File: config.mk
export PLATFORM = sky130hd
export DESIGN_NAME = smbq_merge
export DESIGN_NICKNAME = d
export VERILOG_FILES = /design/src/smbq_pkg.sv /design/src/smbq_merge.sv
export SDC_FILE = /design/constraint.sdc
export NUM_CORES = 1
export LEC_CHECK = 0
export BUFFER_PORTS_ARGS = -buffer_cell sky130_fd_sc_hd__buf_2
export CAP_MARGIN = 25
export CORE_UTILIZATION = 28
export CTS_CLUSTER_DIAMETER = 30
export DETAILED_ROUTE_END_ITERATION = 7
export PLACE_DENSITY_LB_ADDON = 0.25
export SETUP_SLACK_MARGIN = 0.3
export SYNTH_ARGS = -nofsm -noshare
export SYNTH_HDL_FRONTEND = slang
export SYNTH_SLANG_ARGS = --single-unit
File: constraint.sdc
create_clock -name clk -period 9.5 [get_ports clk]
set_clock_uncertainty 0.05 [all_clocks]
set_input_delay 1.9 -clock clk [delete_from_list [all_inputs] [get_ports clk]]
set_output_delay 1.9 -clock clk [all_outputs]
set_load 0.02 [all_outputs]
File: src/smbq_pkg.sv
// ----------------------------------------------------------------------------
// smbq_pkg: shared types and constants
// Register indexes, channel modes and lane control for the mid/side biquad.
// ----------------------------------------------------------------------------
`default_nettype none
package smbq_pkg;
  localparam int REG_W = 32;
  localparam int IDX_W = 3;
  localparam int FRAC = 24;

  localparam logic [IDX_W-1:0] REG_ENABLED = 3'd0;
  localparam logic [IDX_W-1:0] REG_MODE    = 3'd1;
  localparam logic [IDX_W-1:0] REG_STAGES  = 3'd2;
  localparam logic [IDX_W-1:0] REG_B0      = 3'd3;
  localparam logic [IDX_W-1:0] REG_B1      = 3'd4;
  localparam logic [IDX_W-1:0] REG_B2      = 3'd5;
  localparam logic [IDX_W-1:0] REG_A1      = 3'd6;
  localparam logic [IDX_W-1:0] REG_A2      = 3'd7;

  localparam logic [2:0] MODE_STEREO = 3'd0;
  localparam logic [2:0] MODE_LEFT   = 3'd1;
  localparam logic [2:0] MODE_RIGHT  = 3'd2;
  localparam logic [2:0] MODE_MID    = 3'd3;

  typedef enum logic [1:0] {
    ST_IDLE,
    ST_RUN,
    ST_MERGE,
    ST_OUT
  } state_t;

  typedef struct packed {
    logic       start;
    logic [2:0] stages;
  } lane_ctl_t;
endpackage
`default_nettype wire

File: src/smbq_merge.sv
// ----------------------------------------------------------------------------
// smbq_merge: mid/side recombination and output select
// Combines the lane results into the output pair per channel mode.
// ----------------------------------------------------------------------------
`default_nettype none
module smbq_merge
  import smbq_pkg::*;
#(
  parameter int SAMPLE_WIDTH = 24
) (
  input  wire                                  clk,
  input  wire                                  en,
  input  wire                                  filt,
  input  wire logic [2:0]                      mode,
  input  wire logic signed [SAMPLE_WIDTH-1:0]  l_in,
  input  wire logic signed [SAMPLE_WIDTH-1:0]  r_in,
  input  wire logic signed [SAMPLE_WIDTH-1:0]  mid_in,
  input  wire logic signed [SAMPLE_WIDTH-1:0]  side_in,
  input  wire logic                            par,
  input  wire logic signed [SAMPLE_WIDTH-1:0]  ya,
  input  wire logic signed [SAMPLE_WIDTH-1:0]  yb,
  output logic signed [SAMPLE_WIDTH-1:0]       l_out,
  output logic signed [SAMPLE_WIDTH-1:0]       r_out
);
  localparam int W = SAMPLE_WIDTH + 2;
  localparam logic signed [W-1:0] SMAX = W'((64'sd1 <<< (SAMPLE_WIDTH-1)) - 1);
  localparam logic signed [W-1:0] SMIN = -SMAX - W'(1);

  logic signed [SAMPLE_WIDTH-1:0] m, s, l_n, r_n;
  logic signed [W-1:0] lsum, rdif;

  function automatic logic signed [SAMPLE_WIDTH-1:0] sat(input logic signed [W-1:0] v);
    if (v > SMAX) return SMAX[SAMPLE_WIDTH-1:0];
    if (v < SMIN) return SMIN[SAMPLE_WIDTH-1:0];
    return v[SAMPLE_WIDTH-1:0];
  endfunction

  always_comb begin
    m = (mode == MODE_MID) ? ya : mid_in;
    s = (mode == MODE_MID) ? side_in : yb;
    lsum = W'(m) + W'(s) + W'({1'b0, par});
    rdif = W'(m) - W'(s);
    l_n = l_in;
    r_n = r_in;
    if (filt) begin
      case (mode)
        MODE_STEREO: begin l_n = ya; r_n = yb; end
        MODE_LEFT:   l_n = ya;
        MODE_RIGHT:  r_n = yb;
        default: begin l_n = sat(lsum); r_n = sat(rdif); end
      endcase
    end
  end

  always_ff @(posedge clk) begin
    if (en) begin
      l_out <= l_n;
      r_out <= r_n;
    end
  end
endmodule
`default_nettype wire

* Word level (Yosys, flattened, before mapping)
Index checks and enable logic that the tools add are counted.
Storage, ports and cells: ROM bits 0, latch bits 0, RAM bits 0, output and inout port bits 48, word-level logic and storage cells 44, bits of input ports 151, memories 0, register bits 48
Cells by class: magnitude comparators 4, bitwise gates (word level) 0, shift operators 0, multipliers 0, mux-type cells 28, add/sub/neg operators 3, reduce and logical (&&, ||, !) cells 4, divide/modulo/power cells 0, equal/unequal tests 3
Operators by type and width (number):
- two-way mux 24 bit | 12
- one-hot mux 24 bit (2 select lines) | 2
- adder 25 x 2 -> 26 bit | 1
- > comparator 26 x 24 -> 1 bit, second input constant | 1
- < comparator 26 x 24 -> 1 bit, second input constant | 1
- adder 24 x 24 -> 25 bit | 1
- > comparator 25 x 24 -> 1 bit, second input constant | 1
- < comparator 25 x 24 -> 1 bit, second input constant | 1
- subtractor 24 x 24 -> 25 bit | 1
- two-way mux 1 bit | 14
- == test 3 x 2 -> 1 bit, second input constant | 2
- OR reduction 2 bit | 2
- == test 3 x 1 -> 1 bit, second input constant | 1
- zero test 3 bit | 1
- OR reduction 3 bit | 1

* Longest topological paths before layout
depth in word-level cells 15, gate-level depth with buffers 18, gate-level depth less buffers 14

* Worst setup path after synthesis
OpenSTA, ideal clock, no wires.
kind in2reg, from in mode[2], to reg l_out[11] (data pin), library setup time 274 ps, path slack 3401 ps, data arrival time 5775 ps, data required time 9176 ps, buffers on the path 4, stages 16, cells stage by stage clkbuf_1 > nand3b_1 > clkbuf_1 > clkbuf_1 > mux2_2 > fa_1 > a211oi_1 > o21ai_1 > o2111a_1 > o211a_1 > a21oi_1 > o31a_1 > a211oi_2 > buf_4 > a221oi_1 > a31oi_1
On the way: longest elaborated chain between the ends 13, elaborated cells between the ends (all ways) 23, classes of those cells add/sub (2); order compare (2); eq/ne (3); mux (14); reduce/logical (2)
Ends and longest elaborated chain:
- from (decl) | line smbq_merge.sv:14 | input wire logic [2:0] mode,
- == test 3 x 2 -> 1 bit | line smbq_merge.sv:39, smbq_merge.sv:40
- two-way mux 24 bit (on tied branches) | line smbq_merge.sv:39, smbq_merge.sv:40
- adder 24 x 24 -> 25 bit | line smbq_merge.sv:41 | lsum = W'(m) + W'(s) + W'({1'b0, par});
- adder 25 x 2 -> 26 bit | line smbq_merge.sv:41
- < comparator 26 x 24 -> 1 bit | line smbq_merge.sv:34 | if (v < SMIN) return SMIN[SAMPLE_WIDTH-1:0];
- two-way mux 1 bit (2 in a row) | line smbq_merge.sv:34
- two-way mux 1 bit | line smbq_merge.sv:46 | case (mode)
- two-way mux 1 bit | line smbq_merge.sv:45 | if (filt) begin
- two-way mux 24 bit | line smbq_merge.sv:35 | return v[SAMPLE_WIDTH-1:0];
- two-way mux 24 bit | line smbq_merge.sv:34
- one-hot mux 24 bit (2 select lines) (*) | line smbq_merge.sv:46
- two-way mux 24 bit (*) | line smbq_merge.sv:45
- named net l_n[11] | line smbq_merge.sv:29 | logic signed [SAMPLE_WIDTH-1:0] m, s, l_n, r_n;
- to (signal assigned) | line smbq_merge.sv:57 | l_out <= l_n;
- to (decl) | line smbq_merge.sv:22 | output logic signed [SAMPLE_WIDTH-1:0] l_out,
Mark *: on every way through the listed nets, which the timed path passes. The rest lies on a longest branch. The select of a mux whose other input is x is not followed. A chain may end at the register's enable or synchronous reset.

* Final worst setup path
from in mode[2], to reg r_out[16] (data pin)
On the way: longest elaborated chain between the ends 12, elaborated cells between the ends (all ways) 22, classes of those cells add/sub (1); order compare (2); eq/ne (3); mux (14); reduce/logical (2)
Ends and longest elaborated chain:
- == test 3 x 2 -> 1 bit | line smbq_merge.sv:39, smbq_merge.sv:40
- two-way mux 24 bit (on tied branches) | line smbq_merge.sv:39, smbq_merge.sv:40
- subtractor 24 x 24 -> 25 bit | line smbq_merge.sv:42 | rdif = W'(m) - W'(s);
- < comparator 25 x 24 -> 1 bit | line smbq_merge.sv:34
- two-way mux 1 bit (2 in a row) | line smbq_merge.sv:34
- two-way mux 1 bit | line smbq_merge.sv:46
- two-way mux 1 bit | line smbq_merge.sv:45
- two-way mux 24 bit | line smbq_merge.sv:35
- two-way mux 24 bit | line smbq_merge.sv:34
- one-hot mux 24 bit (2 select lines) (*) | line smbq_merge.sv:46
- two-way mux 24 bit (*) | line smbq_merge.sv:45
- named net r_n[16] | line smbq_merge.sv:29
- to (signal assigned) | line smbq_merge.sv:58 | r_out <= r_n;
- to (decl) | line smbq_merge.sv:23 | output logic signed [SAMPLE_WIDTH-1:0] r_out
Marks and branches as above.

==> flow_metrics.py <==
metrics = {
    "timing": {
        "relSlewSlack_pct": 32.4,
        "tns_ns": 0,
        "final-hold-violation-count": 0,
        "rsz0062_at_grt": "no",
        "setup_viol": 0,
        "fin_crit_ns": 6.55,
        "period_share_pct": 69.0,
        "fmax_ghz": 0.153,
        "slew_viol_final": 0,
        "max_slew.worst_pin.slew_ns": 1.01,
    },
    "power_and_ir_drop": {
        "p_seq_share_pct": 28.8,
        "p_switching_mw": 0.418,
        "pwr-share-comb_pct": 52.1,
        "leakagePower_nw": 3.09,
        "power_density_nw_per_um2": 139,
        "internal_power_mw": 0.579,
        "total_power_mw": 0.997,
        "ir_drop_v": 0.0000706,
        "p_sw_share_pct": 42.0,
        "clkPwrFrac_pct": 19.2,
    },
    "clocking": {
        "clock-sinks": 48,
        "cts_setup_buffers": 0,
        "htree_levels": 2,
        "root_buffer": "clkbuf_16",
        "cts-buffers-inserted": 5,
        "path_clk_slew_ns": 0.07,
        "cts_resized": 0,
        "postCtsHoldBufs": 0,
        "clockBufferDepth": 2,
        "cts_tree": "done",
    },
    "drt": {
        "firstDrtPassIters": 5,
        "drtIter0Drc": 510,
        "antenna_left": 0,
        "wirelength_mm": 21.2,
        "drt-vias-per-instance": 5.27,
        "vias": 5839,
        "drc": 0,
        "wire_per_inst_um": 19.2,
    },
    "logic_synthesis": {
        "synth_flop_cell": "edfxtp_1",
        "synth_cells": 666,
        "netlist_top_cells_count": "53 x a21oi_1, 50 x inv_1, 48 x edfxtp_1, 48 x mux2_2, 47 x ha_1",
        "synth_seq_area_share_pct": 24.8,
        "syn-cell-area_um2": 5810,
        "yosysUniqueCellTypes": 71,
        "yosys-top-cells-area": "edfxtp_1 25%, ha_1 10%, mux2_2 9.3%",
        "synth_top_area_cell": "edfxtp_1",
        "synthArstFlopShare_pct": 0,
        "yosysTopAreaCellShare_pct": 24.8,
        "synth_edf_count": 48,
        "syn_nets": 867,
        "yosysWarningCount": 0,
        "avgSynthCellArea_um2": 8.72,
        "ys_ff_latch": 48,
        "synth.most_common_cell": "a21oi_1",
    },
    "finish": {
        "fillers": 2196,
        "final_layout_size_suffix_gt1_share_pct": 33.0,
        "num_antenna_cells": 0,
        "syn_to_final_growth_pct": 23.2,
        "nNetsFinal": 1039,
        "final_util_pct": 35.2,
    },
    "placed_design": {
        "portBuffers": 198,
        "place_congestion": 0.902,
        "hpwl_mm": 16.8,
    },
    "die": {
        "dieArea_um2": 21300,
        "die_h_um": 146,
        "initial_utilization_pct": 28.6,
        "core_um2": 20300,
        "pin_count": 199,
        "dieWidth_um": 146,
        "rows": 52,
    },
    "critical_path": {
        "cp_max_fo": 24,
        "cp.arrival_ns": 6.50,
        "crit_start": "mode[2]",
        "critPathCapture": "r_out[16]",
        "startpoint_type": "input port",
        "required_ns": 9.45,
        "critPathKind": "input port to flop",
        "end_kind": "flop",
    },
    "min_path": {
        "hold_class": "input port to flop",
    },
    "global_route": {
        "grt_first_pass_wirelength_mm": 32.2,
        "grt_pass1_vias": 5643,
        "grt_max_degree": 49,
        "antenna_found_initial": 1,
        "grt_usage_pct": 19.6,
        "grt_overflow": 0,
    },
    "job": {
        "drv_cap": 0,
    },
    "run_status": {
        "status": "complete, no violations",
    },
}
-- sequential cells by signal, summed over array words and instances (netlist names) --
name,cells
l_out,24
r_out,24
-- placed cells by master (no fill, tap or decap), types with 3 or more instances in the layout --
cell         n
nor3_1       8
o211ai_1    21
a22o_1       3
a21oi_1     53
a31oi_1     16
nand4_1      3
ha_1        47
a32oi_1      5
nand2b_1    10
mux2_2      48
clkbuf_16    5
a22oi_1     26
o31ai_1     10
nor2b_1      8
a21o_1      12
and2_1       5
o21ai_0     23
nor2_1      45
nand3_1      7
buf_4        6
inv_1       50
o22ai_1      4
a221o_1      3
fa_1         3
nor4_1       4
xnor2_1     38
a21boi_0     3
nand2_1     42
edfxtp_1    48
a211oi_1     4
o22a_1       4
buf_2      198
o21bai_1     9
a221oi_1    14
o21a_1       3
-- kinds of logic after synthesis --
group / count (synthesis) / synth area share (%)
flip-flops: 48 / 24.8
multiplexers: 50 / 9.72
buffers and inverters: 93 / 7.07
AO/OA/AOI/OAI: 240 / 29.3
XOR/XNOR: 41 / 6.31
AND/OR/NAND/NOR: 144 / 11.6
adder cells (fa/ha/maj): 50 / 11.2
-- critical path, cell delays in order --
cell,delay [ns]
buf_2,0.19
nand3b_1,0.17
buf_4,0.34
mux2_2,0.40
ha_1,0.51
nor2b_1,0.10
o21ai_0,0.26
a311oi_1,0.20
a211oi_2,0.48
a21oi_2,0.16
o31ai_2,0.28
mux2i_2,0.42
nand2b_1,0.84
o211ai_1,0.22
-- power by group through the flow --
stage / sequential, mW / combinational (mW) / clock (mW)
floorplan: 0.331 / 0.315 / 0
global placement: 0.292 / 0.512 / 0
detailed placement: 0.290 / 0.514 / 0
CTS: 0.287 / 0.518 / 0.195
global route: 0.289 / 0.566 / 0.200
finish: 0.287 / 0.519 / 0.191
-- worst min path at each step --
stage	from	end	slack, ns	depth (start not counted)
2_1_floorplan	en	l_out[0]	1.96	0
3_3_place_gp	l_in[1]	l_out[1]	2.14	3
3_5_place_dp	l_in[2]	l_out[2]	2.14	3
4_1_cts	l_in[2]	l_out[2]	1.81	3
5_1_grt	l_in[0]	l_out[0]	1.83	3
6_report	l_in[2]	l_out[2]	1.83	3
-- layout make-up --
type	count	area, um2	area share, %
clock inverters	3	17.5	0.245
clock buffers	5	125	1.75
multi-input cells	525	3960	55.4
inverters	51	191	2.68
flip-flops and latches	48	1440	20.2
repair buffers	207	1080	15.1
well taps	270	338	4.72
-- stage by stage --
step                      instances  setup WS (ns)  instance area, um2  hold slack (ns)
final                          1109           2.95                7150             1.83
after global routing           1109           2.58                7150             1.83
after CTS                      1109           3.00                7150             1.81
after detailed placement       1101           2.66                7010             2.14
after global placement         1098           2.61                6970             2.14
after floorplan                 666           3.40                5810             1.96
-- per-layer routing --
| metal | part of all wire [%] | routed length (um) | GRT usage (%) | vias up |
|---|---|---|---|---|
| met3 | 6.8 | 1450 | 2.91 | 16 |
| met2 | 44 | 9300 | 30.6 | 255 |
| met4 | 1.1 | 243 | 4.01 | 2 |
| met1 | 48 | 10200 | 28.6 | 2723 |
| met5 | 0.061 | 13 | 0 | - |
| li1 | - | - | - | 2843 |
No activity file was read; power rests on OpenSTA's default activity.
