[config.mk]
export PLATFORM = sky130hd
export DESIGN_NAME = smbq_lane
export DESIGN_NICKNAME = d
export VERILOG_FILES = /design/src/smbq_pkg.sv /design/src/smbq_lane.sv
export SDC_FILE = /design/constraint.sdc
export NUM_CORES = 2
export LEC_CHECK = 0
export BUFFER_PORTS_ARGS = -buffer_cell sky130_fd_sc_hd__buf_4
export CORE_ASPECT_RATIO = 0.8
export CORE_MARGIN = 2
export CORE_UTILIZATION = 55
export DETAILED_ROUTE_END_ITERATION = 12
export PLACE_DENSITY = 0.72
export SLEW_MARGIN = 10
export SYNTH_ARGS = -nofsm -noshare
export SYNTH_HDL_FRONTEND = slang
export SYNTH_SLANG_ARGS = --single-unit
[constraint.sdc]
create_clock -name clk -period 14.1 [get_ports clk]
set_clock_uncertainty 0.05 [all_clocks]
set_input_delay 1.41 -clock clk [delete_from_list [all_inputs] [get_ports clk]]
set_output_delay 1.41 -clock clk [all_outputs]
set_load 0.05 [all_outputs]
[src/smbq_pkg.sv]
// ----------------------------------------------------------------------------
// smbq_pkg: shared types and constants
// Register indexes, channel modes and lane control for the mid/side biquad.
// ----------------------------------------------------------------------------
`default_nettype none
package smbq_pkg;
  localparam int REG_W = 32;
  localparam int IDX_W = 3;
  localparam int FRAC = 24;

  localparam logic [IDX_W-1:0] REG_ENABLED = 3'd0;
  localparam logic [IDX_W-1:0] REG_MODE    = 3'd1;
  localparam logic [IDX_W-1:0] REG_STAGES  = 3'd2;
  localparam logic [IDX_W-1:0] REG_B0      = 3'd3;
  localparam logic [IDX_W-1:0] REG_B1      = 3'd4;
  localparam logic [IDX_W-1:0] REG_B2      = 3'd5;
  localparam logic [IDX_W-1:0] REG_A1      = 3'd6;
  localparam logic [IDX_W-1:0] REG_A2      = 3'd7;

  localparam logic [2:0] MODE_STEREO = 3'd0;
  localparam logic [2:0] MODE_LEFT   = 3'd1;
  localparam logic [2:0] MODE_RIGHT  = 3'd2;
  localparam logic [2:0] MODE_MID    = 3'd3;

  typedef enum logic [1:0] {
    ST_IDLE,
    ST_RUN,
    ST_MERGE,
    ST_OUT
  } state_t;

  typedef struct packed {
    logic       start;
    logic [2:0] stages;
  } lane_ctl_t;
endpackage
`default_nettype wire

[src/smbq_lane.sv]
// ----------------------------------------------------------------------------
// smbq_lane: one biquad cascade lane
// Serial MAC over five taps per stage with its own stage history.
// ----------------------------------------------------------------------------
`default_nettype none
module smbq_lane
  import smbq_pkg::*;
#(
  parameter int MAX_STAGES   = 4,
  parameter int SAMPLE_WIDTH = 24,
  parameter int COEF_WIDTH   = 32
) (
  input  wire                            clk,
  input  wire                            rst,
  input  wire lane_ctl_t                 ctl,
  input  wire logic signed [SAMPLE_WIDTH-1:0] x_in,
  input  wire logic signed [COEF_WIDTH-1:0]   b0,
  input  wire logic signed [COEF_WIDTH-1:0]   b1,
  input  wire logic signed [COEF_WIDTH-1:0]   b2,
  input  wire logic signed [COEF_WIDTH-1:0]   a1,
  input  wire logic signed [COEF_WIDTH-1:0]   a2,
  output logic signed [SAMPLE_WIDTH-1:0] y,
  output logic                           busy
);
  localparam int SW = (MAX_STAGES > 1) ? $clog2(MAX_STAGES) : 1;
  localparam int CPW = COEF_WIDTH + 1;
  localparam int PW = CPW + SAMPLE_WIDTH;
  localparam int AW = PW + 3;
  localparam logic signed [AW-1:0] HALF = AW'(1) <<< (FRAC - 1);
  localparam logic signed [AW-1:0] SMAX = AW'((64'sd1 <<< (SAMPLE_WIDTH-1)) - 1);
  localparam logic signed [AW-1:0] SMIN = -SMAX - AW'(1);

  logic signed [SAMPLE_WIDTH-1:0] x1 [MAX_STAGES];
  logic signed [SAMPLE_WIDTH-1:0] x2 [MAX_STAGES];
  logic signed [SAMPLE_WIDTH-1:0] y1 [MAX_STAGES];
  logic signed [SAMPLE_WIDTH-1:0] y2 [MAX_STAGES];

  logic signed [SAMPLE_WIDTH-1:0] x;
  logic signed [AW-1:0]           acc;
  logic signed [PW-1:0]           prod;
  logic [SW-1:0]                  stage;
  logic [2:0]                     last;
  logic [2:0]                     tap;
  logic                           prod_ok;

  // one bit wider so that negating the most negative coefficient stays exact
  logic signed [CPW-1:0]          c_sel;
  logic signed [SAMPLE_WIDTH-1:0] d_sel;
  logic signed [AW-1:0]           rounded;
  logic signed [SAMPLE_WIDTH-1:0] sat;
  logic signed [AW-1:0]           acc_fin;

  always_comb begin
    case (tap)
      3'd0:    begin c_sel = CPW'(b0); d_sel = x; end
      3'd1:    begin c_sel = CPW'(b1); d_sel = x1[stage]; end
      3'd2:    begin c_sel = CPW'(b2); d_sel = x2[stage]; end
      3'd3:    begin c_sel = -(CPW'(a1)); d_sel = y1[stage]; end
      default: begin c_sel = -(CPW'(a2)); d_sel = y2[stage]; end
    endcase
    acc_fin = acc + AW'(prod);
    rounded = (acc_fin + HALF) >>> FRAC;
    if (rounded > SMAX) sat = SMAX[SAMPLE_WIDTH-1:0];
    else if (rounded < SMIN) sat = SMIN[SAMPLE_WIDTH-1:0];
    else sat = rounded[SAMPLE_WIDTH-1:0];
  end

  always_ff @(posedge clk) begin
    if (rst) begin
      busy    <= 1'b0;
      prod_ok <= 1'b0;
      tap     <= '0;
      stage   <= '0;
      for (int i = 0; i < MAX_STAGES; i++) begin
        x1[i] <= '0; x2[i] <= '0; y1[i] <= '0; y2[i] <= '0;
      end
    end else if (ctl.start) begin
      busy    <= 1'b1;
      prod_ok <= 1'b0;
      tap     <= '0;
      stage   <= '0;
      last    <= ctl.stages;
      x       <= x_in;
      acc     <= '0;
    end else if (busy) begin
      prod    <= PW'(c_sel * d_sel);
      if (tap == 3'd5) begin
        x2[stage] <= x1[stage];
        x1[stage] <= x;
        y2[stage] <= y1[stage];
        y1[stage] <= sat;
        x         <= sat;
        y         <= sat;
        acc       <= '0;
        tap       <= '0;
        prod_ok   <= 1'b0;
        if ({1'b0, stage} + 4'd1 >= {1'b0, last}) busy <= 1'b0;
        else stage <= stage + SW'(1);
      end else begin
        tap     <= tap + 3'd1;
        prod_ok <= 1'b1;
        if (prod_ok) acc <= acc_fin;
      end
    end
  end
endmodule
`default_nettype wire

; ---- Yosys cells after proc, flatten, opt, wreduce, memory -nomap -nowiden
; Memories as Yosys holds them, arrays and structs flattened. A register that Yosys moved wholly into a read port is not among the register bits.
; Cells that the tools add are included.
[totals]
ff_bits = 175
ram_bits = 384
out_inout_bits = 25
word_cells = 89
n_memories = 4
[mem_list]
columns = memory, words, width, read_ports, rd_ports_with_merged_regs, wr, line_no
row1 = x1, 4, 24, 1, 1, 4, smbq_lane.sv:33  ; logic signed [SAMPLE_WIDTH-1:0] x1 [MAX_STAGES];
row2 = x2, 4, 24, 1, 1, 4, smbq_lane.sv:34  ; logic signed [SAMPLE_WIDTH-1:0] x2 [MAX_STAGES];
row3 = y1, 4, 24, 1, 1, 4, smbq_lane.sv:35  ; logic signed [SAMPLE_WIDTH-1:0] y1 [MAX_STAGES];
row4 = y2, 4, 24, 1, 1, 4, smbq_lane.sv:36  ; logic signed [SAMPLE_WIDTH-1:0] y2 [MAX_STAGES];
[classes]
order_cmp = 3
add_sub_neg = 7
n_mul = 1
mux = 43
n_eq_ne = 4
bitwise = 3
n_reduce_logical = 15
[ops]
columns = operator, count
row1 = 24-bit two-way mux, 9
row2 = 60-bit two-way mux, 3
row3 = 33-bit one-hot mux with 4 select lines, 1
row4 = 24-bit one-hot mux with 4 select lines, 1
row5 = 24-bit OR reduction, 4
row6 = 32-bit negation with 33-bit output, 2
row7 = "60-bit by 25-bit adder with 60-bit output, second input constant", 1
row8 = 60-bit by 57-bit adder with 60-bit output, 1
row9 = 33-bit by 24-bit multiplier with 57-bit output, 1
row10 = "36-bit by 24-bit > comparator with 1-bit output, second input constant", 1
row11 = "36-bit by 24-bit < comparator with 1-bit output, second input constant", 1
row12 = 2-bit two-way mux, 12
row13 = 1-bit two-way mux, 16
row14 = 3-bit AND reduction, 4
row15 = "3-bit by 2-bit == test with 1-bit output, second input constant", 2
row16 = 4-bit AND reduction, 1
row17 = 2-bit nonzero test, 2
row18 = "2-bit by 1-bit adder with 3-bit output, second input constant", 1
row19 = "3-bit by 1-bit adder with 3-bit output, second input constant", 1
row20 = "3-bit by 1-bit == test with 1-bit output, second input constant", 1
row21 = "3-bit == test, second input constant", 1
row22 = 3-bit greater-or-equal comparator, 1
row23 = 3-bit zero test, 1
row24 = 3-bit two-way mux, 1
row25 = other kinds (5), 7

; ---- Depth between registers and ports, before layout
[depth]
ltp_word = 8
mapped_depth = 44

; ---- Least setup slack after synthesis
; No wires, ideal clock.
[synth_timing]
path_type = input-to-reg
from = in a1[0]
to = reg prod[48] (data pin)
arrival_ns = 10.882
path_slack_ns = 2.909
path_stages = 40
setup_time_ns = 0.260
t_required_ns = 13.790
path_cell_list = inv_1 -> ha_1 -> nand2_1 -> or2_2 -> or4_1 -> clkbuf_1 -> or3b_2 -> clkbuf_1 -> nor3_1 -> xnor2_1 -> a22oi_1 -> and2_0 -> clkbuf_1 -> nor2_1 -> fa_1 -> inv_1 -> fa_1 -> inv_1 -> (+4 left out) -> inv_1 -> fa_1 -> inv_1 -> ha_1 -> a21o_1 -> a21o_1 -> a21o_1 -> a21o_1 -> a211o_1 -> a21oi_1 -> nor3_1 -> o211a_1 -> o41a_1 -> or2_2 -> nand4_1 -> nand3_1 -> o41a_1 -> xor2_1
[synth_via]
elab_chain_len = 3
[synth_lines]
columns = element, line_no
row1 = "start, declared", smbq_lane.sv:20  ; input wire logic signed [COEF_WIDTH-1:0] a1,
row2 = 32-bit negation with 33-bit output, smbq_lane.sv:58  ; 3'd3: begin c_sel = -(CPW'(a1)); d_sel = y1[stage]; end
row3 = 33-bit one-hot mux with 4 select lines, smbq_lane.sv:54  ; case (tap)
row4 = 33-bit by 24-bit multiplier with 57-bit output, smbq_lane.sv:86  ; prod <= PW'(c_sel * d_sel);
row5 = "end signal, assigned", smbq_lane.sv:86
row6 = "end, declared", smbq_lane.sv:40  ; logic signed [PW-1:0] prod;
; Every way passes these cells.
; A chain may end at the register's enable or synchronous reset.

; ---- Worst setup path after layout
[layout_timing]
from = in a1[3]
to = reg prod[55] (data pin)
; Same word-level chain as after synthesis.

==> flow_summary.yaml <==
global_routing:
  grt_util_all_layers: 0.339
  grt_max_degree: 99
  grt_overflow_total: 0
  grt_antenna_before_repair: 0
  grt_pass1_wl_mm: 278
  grt_pass1_vias: 44600
logic_synthesis:
  synth_top_family_by_area: "adder cells"
  avgSynthCellArea_um2: 10.2
  synth_area_um2: 58600
  synth-adder-area-share: 0.322
  synth_cell_types: 94
  synth-seq-cells: 561
  synth_nets: 6989
  synth-seq-area-share: 0.286
  async_reset_ff_frac: 0
  yosys.area_share.simple: 0.147
  synth_mux_area_frac: 0.0433
  ys.warnings.count: 0
  synth_cells: 5774
  synth_compound_area_frac: 0.0899
  synth_xor_area_frac: 0.0275
  synth_ff_type: "edfxtp_1"
  synth_edf_count: 552
final_layout:
  final_common_cell: "inv_1"
  nNetsFinal: 7043
  syn_to_final_growth_pct: 8.66
  drive_gt1_frac: 0.100
  final_cell_mix: "986 x inv_1, 806 x fa_1, 631 x nand2_1, 552 x edfxtp_1, 380 x nor2_1"
critical_path:
  critical_path_class: "in -> reg"
  cp.required_ns: 14.45
  crit_cells: 38
  end_kind: "flip-flop"
  crit_family: "adder cells"
  crit_top_cell: "fa_1"
  critical_path_buf_inv_count: 5
  cp-start-kind: "primary input"
  crit_fanout: 11
  cp.arrival_ns: 12.44
  rrSetupSlack_ns: 2.36
  critPathSlowestCell: "nor4b_1"
  crit_start: "a1[3]"
  cp_slowest_stage_delay_ns: 0.86
  reg2reg_depth: 30
  r2r-end: "prod[55]"
timing:
  finalSetupTns_ns: 0
  period_share: 0.857
  holdWs_ns: 0.475
  hold_viol: 0
  timing.slew.headroom: 0.147
  fin_crit_ns: 12.09
  fmax_mhz: 82.7
  setup_violations: 0
  rsz0062_at_grt: "no"
  slew_violations: 0
  tightest_slew_ns: 1.28
die:
  die_w_um: 369
  dieArea_um2: 109000
  initial_core_util: 0.553
  core_um2: 106000
  dieHeight_um: 296
  placementRows: 107
  io-pin-count: 215
outcome:
  status: "finished, final reports clean"
drt:
  post_drt_wl_per_cell_um: 24.9
  vias_per_cell: 6.10
  drt_iter0_drc: 5439
  wirelength_mm: 182
  ant_nets: 0
  drtPass1Iterations: 8
  route.detailed.drc: 0
  wl_met2_mm: 76.7
  drt-met1-wl_mm: 71.4
  dr_total_vias: 44500
  top_layer: "met4"
  dr_wl_met3_mm: 26.6
clock_tree:
  clk_latency_ns: 0.68
  clock-sinks: 561
  ctsLongestPathBuffers: 3
  postCtsHoldBufs: 0
  root_buffer: "clkbuf_16"
  cts_tree: "yes"
  clkTransAtPathRegs_ns: 0.07
  cts.repair.resized: 0
  cts_buffers: 53
  htree_num_levels: 2
  post_cts_buffers: 0
worst_hold_path:
  hold_class: "reg -> reg"
  hold_depth: 2
  min_to: "prod_ok"
  hp-start: "prod_ok"
place:
  port_buffers: 214
  place.gp.congestion: 0.988
  hpwl_mm: 133
job:
  drv_cap: 0
-- state kept, by name, summed over array words and instances, names as in the netlist, 3 cells and up, named ones only --
| signal | cells |
|---|---|
| x | 24 |
| acc | 60 |
| y1 | 96 |
| x2 | 96 |
| x1 | 96 |
| y2 | 96 |
| last | 3 |
| tap | 3 |
| y | 24 |
| prod | 57 |
-- metrics by stage --
step | instance area, µm² | std cells | utilization | setup slack (ns)
after floorplan | 58600 | 5774 | - | 2.91
after global placement | 62000 | 7190 | 0.584 | 1.80
after detailed placement | 62000 | 7190 | 0.584 | 1.61
after CTS | 63700 | 7289 | 0.601 | 2.24
after global routing | 63700 | 7289 | 0.601 | 1.42
final | 63700 | 7290 | 0.601 | 2.01
-- worst max-delay path by stage --
stage / endpoint / slack (ns)
CTS: prod[55] / 2.24
global placement: prod[55] / 1.80
finish: prod[55] / 2.01
floorplan: prod[48] / 2.91
detailed placement: prod[55] / 1.61
global route: prod[53] / 1.42
-- synth_stat cells, drive strengths merged, types with 7 or more instances --
library cell  number  area share
a211o              9      0.0013
a211oi            29      0.0041
a21o              72      0.0092
a21oi            189       0.016
a221o              7      0.0012
a221oi            43      0.0065
a222oi            23      0.0039
a22oi             27      0.0035
a31oi             41      0.0044
and2             297       0.032
and3              95       0.010
buf               54      0.0042
clkbuf           264       0.017
dfxtp              9      0.0031
edfxtp           552        0.28
fa               806        0.28
ha               219       0.047
inv              986       0.063
mux2i             34      0.0058
mux4              96       0.037
nand2            634       0.041
nand2b            60      0.0064
nand3             50      0.0043
nand4             28      0.0031
nor2             384       0.025
nor2b             84      0.0090
nor3              65      0.0059
nor3b              7      0.0011
nor4              12      0.0014
o211ai            23      0.0034
o21a              23      0.0029
o21ai            177       0.015
o21bai            16      0.0020
o221ai            11      0.0016
o31ai             35      0.0045
or2               16      0.0017
or3               29      0.0031
or4                9      0.0012
xnor2            127       0.019
xor2              56      0.0084
-- layer usage --
layer / vias to the layer above / global-route usage
met5: - / 0
met4: 0 / 0.107
met3: 409 / 0.115
met2: 2950 / 0.492
met1: 22200 / 0.482
li1: 19000 / -
-- worst min-delay path: cells and delay by family, from the launching register on --
family | cells | cell delay, ns
AOI/OAI and AO/OA | 1 | 0.08
DFF | 1 | 0.32
and+or+nand+nor | 1 | 0.09
-- logic make-up (layout without fill, tap and decap cells) --
logic type	after synthesis	count (layout)
compound gates	780	780
xor+xnor	183	183
fa+ha+maj	1025	1025
buf+inv	1304	1402
flops	561	561
mux	133	133
other cells	0	1
simple gates	1788	1788
-- area by class of cell --
cell class              count  area (µm²)
flip-flops and latches    561       16800
well taps                1417        1770
clock inverters            35         353
multi-input cells        3909       37300
inverters                 986        3700
clock buffers              64        1380
diodes                      1        2.50
repair buffers            317        2390
fillers                  8725       42300
Power is not shown: default switching activity piles up to over one toggle a cycle in this logic, so the estimate is an artifact.
